### config.mk
export PLATFORM = sky130hd
export DESIGN_NAME = sacl_ctrl
export DESIGN_NICKNAME = d
export VERILOG_FILES = /design/src/sacl_pkg.sv /design/src/sacl_ctrl.sv
export VERILOG_INCLUDE_DIRS = /design/src /design/src/src
export SDC_FILE = /design/constraint.sdc
export NUM_CORES = 1
export LEC_CHECK = 0
export BUFFER_PORTS_ARGS = -buffer_cell sky130_fd_sc_hd__buf_2
export CAP_MARGIN = 25
export CELL_PAD_IN_SITES_DETAIL_PLACEMENT = 0
export CELL_PAD_IN_SITES_GLOBAL_PLACEMENT = 1
export CORE_AREA = 2 2 39 41
export CTS_BUF_LIST = sky130_fd_sc_hd__clkbuf_4
export CTS_CLUSTER_DIAMETER = 30
export CTS_CLUSTER_SIZE = 40
export DETAILED_ROUTE_END_ITERATION = 8
export DIE_AREA = 0 0 41 43
export GPL_ROUTABILITY_DRIVEN = 0
export PLACE_DENSITY = 0.77
export SLEW_MARGIN = 20
export SYNTH_ARGS = -nofsm -noshare
export SYNTH_HDL_FRONTEND = slang
export SYNTH_SLANG_ARGS = --single-unit
### constraint.sdc
create_clock -name i_clk -period 1.9 [get_ports i_clk]
set_input_delay 0.38 -clock i_clk [delete_from_list [all_inputs] [get_ports i_clk]]
set_output_delay 0.38 -clock i_clk [all_outputs]
set_load 0.005 [all_outputs]
### src/assert_macros.svh
// Assertion macros used by the cache store controller
`ifndef ASSERT_MACROS_SVH
`define ASSERT_MACROS_SVH
`ifndef SYNTHESIS
// Same-cycle implication, disabled during reset
`define AST_IMP(lbl, clk, rst_n, ante, cons) \
    lbl: assert property (@(posedge clk) disable iff (!rst_n) (ante) |-> (cons)) \
    else $error("assertion failed: ante implies cons");
// Next-cycle implication, disabled during reset
`define AST_NXT(lbl, clk, rst_n, ante, cons) \
    lbl: assert property (@(posedge clk) disable iff (!rst_n) (ante) |=> (cons)) \
    else $error("assertion failed: ante implies cons next cycle");
`else
`define AST_IMP(lbl, clk, rst_n, ante, cons)
`define AST_NXT(lbl, clk, rst_n, ante, cons)
`endif
`endif

### src/sacl_pkg.sv
// Shared types, constants and helpers of the cache store
package sacl_pkg;

    localparam int SETS_DEF       = 16;
    localparam int WAYS_DEF       = 4;
    localparam int LINE_BYTES_DEF = 8;
    localparam int ADDR_W         = 32;
    localparam int WAY_W          = 4;

    localparam logic [2:0] KIND_READ    = 3'd0;
    localparam logic [2:0] KIND_WRITE   = 3'd1;
    localparam logic [2:0] KIND_INSTALL = 3'd2;
    localparam logic [2:0] KIND_UPDATE  = 3'd3;
    localparam logic [2:0] KIND_INVAL   = 3'd4;

    localparam logic CFG_HIT_LAT  = 1'b0;
    localparam logic CFG_MISS_LAT = 1'b1;

    typedef struct packed {
        logic [2:0]  kind;
        logic [31:0] address;
        logic [7:0]  byte_value;
        logic [63:0] line_value;
        logic        line_dirty;
    } t_req;

    typedef struct packed {
        logic        hit;
        logic [7:0]  read_byte;
        logic [15:0] latency;
        logic        evicted_valid;
        logic        evicted_dirty;
        logic [31:0] evicted_address;
        logic [63:0] evicted_line;
    } t_rsp;

    // Controller to datapath
    typedef struct packed {
        logic             load;
        logic             rd;
        logic [WAY_W-1:0] way;
        logic             commit;
    } t_cmd;

    // Datapath to controller
    typedef struct packed {
        logic out_free;
    } t_sts;

    function automatic int floor_log2(input int v);
        int r;
        int x;
        r = 0;
        x = v;
        while (x > 1) begin
            x = x >> 1;
            r = r + 1;
        end
        return r;
    endfunction

endpackage

### src/sacl_ctrl.sv
// Sequencing state machine of the cache store
`include "assert_macros.svh"
module sacl_ctrl #(
    parameter int WAYS = sacl_pkg::WAYS_DEF
) (
    input  logic           i_clk,
    input  logic           i_rst_n,
    input  logic           i_in_valid,
    output logic           o_in_stall,
    input  sacl_pkg::t_sts i_sts,
    output sacl_pkg::t_cmd o_cmd
);
    import sacl_pkg::*;

    localparam logic [1:0] S_IDLE   = 2'd0;
    localparam logic [1:0] S_SCAN   = 2'd1;
    localparam logic [1:0] S_DRAIN  = 2'd2;
    localparam logic [1:0] S_COMMIT = 2'd3;
    localparam logic [WAY_W-1:0] LAST_WAY = WAY_W'(WAYS - 1);

    logic [1:0]       r_state, n_state;
    logic [WAY_W-1:0] r_way, n_way;
    logic             in_acc;

    assign o_in_stall = (r_state != S_IDLE);
    assign in_acc     = i_in_valid && (r_state == S_IDLE);

    // Step through accept, way scan, last compare and commit
    always_comb begin
        n_state      = r_state;
        n_way        = r_way;
        o_cmd        = '0;
        o_cmd.way    = r_way;
        case (r_state)
            S_IDLE: begin
                if (in_acc) begin
                    o_cmd.load = 1'b1;
                    n_way      = '0;
                    n_state    = S_SCAN;
                end
            end
            S_SCAN: begin
                o_cmd.rd = 1'b1;
                if (r_way == LAST_WAY) begin
                    n_state = S_DRAIN;
                end else begin
                    n_way = r_way + 1'b1;
                end
            end
            S_DRAIN: begin
                n_state = S_COMMIT;
            end
            S_COMMIT: begin
                if (i_sts.out_free) begin
                    o_cmd.commit = 1'b1;
                    n_state      = S_IDLE;
                end
            end
            default: begin
                n_state = S_IDLE;
            end
        endcase
    end

    always_ff @(posedge i_clk) begin
        if (!i_rst_n) begin
            r_state <= S_IDLE;
            r_way   <= '0;
        end else begin
            r_state <= n_state;
            r_way   <= n_way;
        end
    end

    `AST_NXT(a_acc_scan, i_clk, i_rst_n, in_acc, (r_state == S_SCAN) && (r_way == '0))
    `AST_IMP(a_commit_free, i_clk, i_rst_n, o_cmd.commit, i_sts.out_free)
    `AST_IMP(a_way_range, i_clk, i_rst_n, r_state == S_SCAN, r_way <= LAST_WAY)

endmodule

==> flow_summary_export.csv, run 1 <==
group,metric,value,unit
logic_synthesis,syn_area_per_cell,8.46,µm²
route,drc_errors,0,
final_layout,syn_to_final_growth,21.9,%
die,die_h,43,µm
final_layout,fin_area,515,µm²
worst_setup_path,critPathCaptureType,"primary output",
worst_setup_path,start_kind,"flop",
die,io_pins,12,
logic_synthesis,yosys_register_bits,6,
clocking,root_buffer,"clkbuf_4",
logic_synthesis,synth_compound_area_share,22.5,%
logic_synthesis,synth_warnings,0,
route,avgRoutedWirePerCell,11.1,µm
logic_synthesis,netlist_instances,50,
flow_run,max_cap_viol_count,0,
clocking,postCtsResizedCells,0,
final_layout,antennaDiodeCount,0,
global_routing,gr-total-overflow,0,
timing,max_freq,608,MHz
timing,finalSetupViolCount,0,
die,dieArea,1760,µm²
route,num_vias,392,
route,ant_nets,0,
final_layout,finish.net_count,75,
logic_synthesis,synth_top_family_by_area,"simple AND/OR/NAND/NOR gates",
clocking,postCtsSetupRepairBufs,0,
timing,hold_viol,0,
power,pwr_density_cell,1250,nW/µm²
worst_setup_path,cp_data_required_time,1.52,ns
power,p_switching,0.000269,W
route,viasPerCell,4.96,
clocking,clkTransAtPathRegs,0.05,ns
logic_synthesis,synthAdderAreaFrac,17.8,%
route,drt_iter0_drc,4,
placed_design,dp_hpwl,684,µm
power,p_clk_share,18.7,%
final_layout,drive_gt1_share,27.0,%
final_layout,fin_cells,79,
die,num_rows,14,
timing,period_minus_slack,1.64,ns
timing,slew_violations,0,
placed_design,dp_cells,76,
clocking,cts_num_sinks,6,
power,seq_power_share,29.5,%
route,first_pass_iters,4,
global_routing,antenna_found_initial,0,
global_routing,grt_pass1_vias,342,
timing,setup_tns,0,ns
timing,max_slew_margin,68.5,%
logic_synthesis,ys_top_cells_by_area,"dfxtp_1 28%, ha_1 18%, a221oi_4 6.2%",
die,core,1380,µm²
logic_synthesis,yosysTopAreaCell,"dfxtp_1",
timing,grt_setup_unrepaired,"false",
power,internal_power,0.000374,W
timing,fin_crit_sh,86.6,%
timing,worst_slew_pin_slew,0.468,ns
route,drt-total-wl,878,µm
logic_synthesis,post_synth_num_cell_types,21,
logic_synthesis,synth_top_area_share,28.4,%
logic_synthesis,yosysSeqAreaShare,28.4,%
worst_setup_path,path_max_fanout,5,
logic_synthesis,synth.cell_area,423,µm²
power,peakVddDrop,387,µV
die,die_w,41,µm
clocking,cts_tree,"built",
worst_setup_path,arrival,1.26,ns
clocking,ctsLongestPathBuffers,2,
die,initial_core_util,30.6,%
global_routing,grt_pass1_wl,1460,µm
clocking,cts-hold-fix-buffers,0,
power,leakagePower,0.237,nW
logic_synthesis,synth_xor_area_share,0,%
timing,finClkSkew,0.00170,ns
power,p_sw_share,41.9,%
run_status,status,"finished, final reports clean",
global_routing,grt_use_total,12.9,%
placed_design,port_buffers,11,
hold_path,hp-class,"in2reg",
logic_synthesis,synth_nets,60,
logic_synthesis,synth_mux_area_share,0,%
worst_setup_path,path_class,"reg2out",
logic_synthesis,synthSimpleGateAreaFrac,26.6,%
clocking,clock_latency,0.24,ns
clocking,cts_buffers,3,
clocking,cts.htree.levels,1,
power,pwr-share-comb,51.8,%
global_routing,grt_max_degree,11,
placed_design,postPlaceCellArea,493,µm²
final cells by class:
type                    count  area, µm²
multi-input cells          39        283
inverters                   4       15.0
flip-flops and latches      6        120
fillers                   145        868
well taps                  16       20.0
clock buffers               3       22.5
repair buffers             11       55.1
logic make-up after synthesis:
family,after synthesis
adder cells (fa/ha/maj),6
flip-flops,6
buffers and inverters,5
AND/OR/NAND/NOR,20
AO/OA/AOI/OAI,13
critical path, stage by stage, from the launching register on:
cell,delay [ns]
dfxtp_1,0.39
inv_1,0.10
ha_1,0.25
and2_1,0.16
buf_2,0.12
flip-flops by register name (all words and copies together), names as in the netlist:
name,flops
r_state,2
r_way,4
power by group through the flow:
stage | Combinational [W] | Clock [W] | Sequential (W)
floorplan | 0.000247 | 0 | 0.000186
global placement | 0.000339 | 0 | 0.000191
detailed placement | 0.000337 | 0 | 0.000191
CTS | 0.000338 | 0.000128 | 0.000188
global route | 0.000377 | 0.000136 | 0.000195
finish | 0.000333 | 0.000120 | 0.000190
metal layers:
layer	vias up	track usage (%)	wire length, µm
met3	2	1.57	43
met5	-	0	0
met2	9	17.2	424
met1	177	15.8	389
li1	204	-	-
met4	0	14.0	22
synthesized netlist by cell type:
cell	number
a21oi_1	5
a31o_2	1
nand2b_1	3
o21ai_1	1
o21ai_0	3
dfxtp_1	6
nor3b_1	1
or3b_4	1
inv_1	4
and2_1	2
a221oi_4	1
nor2_1	1
o22ai_1	1
ha_1	6
nand2_1	5
nor2b_1	1
nor3_1	1
nand3_1	4
nand4b_1	1
buf_2	1
o32ai_1	1
worst paths after layout:
check | startpoint | end | slack, ns | cells after the start
hold reg to reg | r_way[1] | r_way[1] | 0.50 | 2
setup reg to reg | r_way[0] | r_state[0] | 0.32 | 5
setup / recovery | r_state[0] | o_cmd[6] | 0.26 | 4
hold / removal | i_rst_n | r_state[0] | 0.47 | 3
metrics by stage:
stage	util, %	total power [W]	worst slack (ns)	hold slack, ns
6_report	37.3	0.000643	0.255	0.473
5_1_grt	37.3	0.000708	0.154	0.498
4_1_cts	37.3	0.000654	0.241	0.461
3_5_place_dp	35.6	0.000528	0.357	0.495
3_3_place_gp	35.6	0.000530	0.365	0.498
2_1_floorplan	-	0.000433	0.417	0.469
placed cells by master, fill, tap and decap left out, types with 2 or more instances in the layout:
master and n:
nand3_1 4, inv_1 4, ha_1 6, a21oi_1 5, dfxtp_1 6, nand2b_1 3, o21ai_0 3, buf_2 11
and2_1 2, nand2_1 5, clkbuf_4 3
(Power assumes the default switching activity.)
==> run 2: changes to the inputs <==
Settings changed: ABC_AREA set to 1, PLACE_DENSITY 0.77 to 0.84.
==> run 2 against run 1 <==
  * Area after synthesis is 5.0% higher
  * Fmax is 3.9% higher
  * Sequential share of layout area is 1.1 points lower
  * Register-to-register slack better by 0.20 ns
  * Synthesized cell count is 38% higher
  * Die area stayed put
  * Count of clock-buffer cells in the layout stayed put
  * Clock power hardly changed
  * Clock skew is 0.00064 ns higher
  * Wire length is 5.2% lower
  * Final cell count is 25% higher
  * Largest cell class unchanged
  * Largest power group unchanged
  * Highest routed layer is now met3
==> flow_summary_export.csv, run 2 <==
group,metric,value,unit
run_status,status,"finished, final reports clean",
clocking,ctsLongestPathBuffers,2,
clocking,cts_tree,"built",
power,p_sw_share,45.3,%
clocking,root_buffer,"clkbuf_4",
clocking,cts-hold-fix-buffers,0,
final_layout,reg_top3,"r_way: 4 flops, r_state: 2 flops",
logic_synthesis,synth-main-ff-cell,"dfxtp_1",
route,avgRoutedWirePerCell,8.40,µm
worst_setup_path,arrival,1.20,ns
logic_synthesis,yosys-top-cells-count,"20 x nand2_1, 13 x inv_1, 12 x nor2_1, 6 x dfxtp_1, 6 x ha_1",
logic_synthesis,synth_warnings,0,
worst_setup_path,start_kind,"flop",
timing,fin_ws,0.317,ns
die,dieArea,1760,µm²
clocking,postCtsSetupRepairBufs,0,
route,num_vias,422,
global_routing,grt_pass1_vias,387,
route,drt-total-wl,832,µm
logic_synthesis,yosysTopAreaCell,"dfxtp_1",
clocking,clkTransAtPathRegs,0.05,ns
power,p_switching,0.000400,W
worst_setup_path,r2r_end,"r_way[0]",
global_routing,gr-total-overflow,0,
timing,slew_violations,0,
final_layout,drive_gt1_share,20.5,%
logic_synthesis,syn_area_per_cell,6.44,µm²
worst_setup_path,rrSetupSlack,0.52,ns
final_layout,n_fill_cell,155,
final_layout,final_cell_mix,"20 x nand2_1, 13 x inv_1, 12 x nor2_1, 11 x buf_2",
logic_synthesis,synth_nets,79,
logic_synthesis,synth_top_area_share,27.0,%
die,initial_core_util,32.1,%
logic_synthesis,ys_top_cells_by_area,"dfxtp_1 27%, ha_1 17%, nand2_1 17%",
final_layout,syn_to_final_growth,22.0,%
power,pwr-share-comb,60.8,%
timing,fin_crit_sh,83.3,%
global_routing,antenna_found_initial,0,
route,first_pass_iters,4,
final_layout,largest-register,"r_way",
final_layout,finish.net_count,95,
clocking,postCtsResizedCells,0,
timing,finalSetupViolCount,0,
logic_synthesis,netlist_instances,69,
logic_synthesis,post_synth_num_cell_types,12,
hold_path,hp-class,"in2reg",
clocking,cts_buffers,3,
logic_synthesis,synth.cell_area,444,µm²
power,p_clk_share,13.8,%
placed_design,dpl_worst_slack,0.520,ns
worst_setup_path,reg2reg_from,"r_state[1]",
timing,setup_tns,0,ns
die,core,1380,µm²
worst_setup_path,path_max_fanout,4,
timing,max_slew_margin,83.7,%
logic_synthesis,yosysSeqAreaShare,27.0,%
logic_synthesis,yosys_register_bits,6,
clocking,clock_latency,0.25,ns
final_layout,fin_area,542,µm²
timing,max_freq,632,MHz
route,ant_nets,0,
flow_run,max_cap_viol_count,0,
route,drt_iter0_drc,4,
placed_design,port_buffers,11,
worst_setup_path,crit_path_start,"r_state[0]",
timing,worst_slew_pin_slew,0.244,ns
route,viasPerCell,4.26,
die,die_w,41,µm
placed_design,postPlaceCellArea,519,µm²
die,num_rows,14,
final_layout,antennaDiodeCount,0,
die,die_h,43,µm
logic_synthesis,yosysMostFrequentCell,"nand2_1",
final_layout,largest_reg_flops,4,
power,peakVddDrop,494,µV
worst_setup_path,critPathCaptureType,"primary output",
route,drc_errors,0,
timing,grt_setup_unrepaired,"false",
worst_setup_path,path_class,"reg2out",
worst_setup_path,worst-r2r-cell-count,7,
placed_design,dp_hpwl,673,µm
power,seq_power_share,25.4,%
power,internal_power,0.000482,W
power,leakagePower,0.313,nW
timing,finClkSkew,0.00234,ns
clocking,cts_num_sinks,6,
power,pwr_density_cell,1630,nW/µm²
worst_setup_path,cp_data_required_time,1.52,ns
die,io_pins,12,
final_layout,layout_commonest_cell,"nand2_1",
logic_synthesis,synthArstFlopShare,0,%
timing,hold_viol,0,
logic_synthesis,synth_edf_count,0,
timing,period_minus_slack,1.58,ns
clocking,cts.htree.levels,1,
worst_setup_path,critPathCapture,"o_cmd[6]",
global_routing,grt_pass1_wl,1440,µm
global_routing,grt_max_degree,9,
global_routing,grt_use_total,12.3,%
[run 2: cell families after synthesis]
kind of cell,after synthesis,share of synthesized area (%)
fa+ha+maj,6,16.9
compound gates,4,4.50
flops,6,27.0
simple gates,40,40.6
buf+inv,13,11.0
[run 2: worst max-delay path: stages (launching register included)]
cell	delay [ns]
dfxtp_1	0.38
inv_1	0.09
ha_1	0.26
nand2_1	0.08
inv_1	0.03
buf_2	0.11
[run 2: worst min-delay path by stage]
stage / endpoint / cells past startpoint / from
floorplan: r_way[3] / 2 / i_rst_n
global placement: r_state[0] / 2 / r_state[0]
detailed placement: r_way[1] / 4 / r_way[1]
CTS: r_state[1] / 3 / i_rst_n
global route: r_way[3] / 3 / i_rst_n
finish: r_state[1] / 3 / i_rst_n
[run 2: area by class of cell]
| cell class | count | area, µm² | share of cell area (%) |
|---|---|---|---|
| tap | 16 | 20.0 | 3.70 |
| inverter | 13 | 48.8 | 9.01 |
| timing repair buffer | 11 | 55.1 | 10.2 |
| multi-input combinational | 50 | 275 | 50.8 |
| clock buffer | 3 | 22.5 | 4.16 |
| sequential | 6 | 120 | 22.2 |
[run 2: layer usage]
layer | GRT usage [%] | share of wire (%) | vias up
met2 | 17.5 | 51 | 5
li1 | - | - | 238
met4 | 10.0 | 0 | 0
met1 | 14.8 | 47 | 179
met5 | 0 | 0 | -
met3 | 3.14 | 1.8 | 0
[run 2: power by group through the flow]
stage                     Clock, W  Sequential (W)  Combinational (W)
after floorplan                  0        0.000222           0.000410
after global placement           0        0.000225           0.000540
after detailed placement         0        0.000228           0.000541
after CTS                 0.000134        0.000226           0.000542
after global routing      0.000137        0.000234           0.000629
final                     0.000122        0.000224           0.000536
[run 2: stage by stage]
| stage | hold WS [ns] | power (W) | cells | util (%) |
|---|---|---|---|---|
| 3_5_place_dp | 0.556 | 0.000769 | 96 | 37.5 |
| 2_1_floorplan | 0.500 | 0.000632 | 69 | - |
| 6_report | 0.415 | 0.000882 | 99 | 39.2 |
| 3_3_place_gp | 0.543 | 0.000765 | 96 | 37.5 |
| 4_1_cts | 0.402 | 0.000901 | 99 | 39.2 |
| 5_1_grt | 0.417 | 0.00100 | 99 | 39.2 |
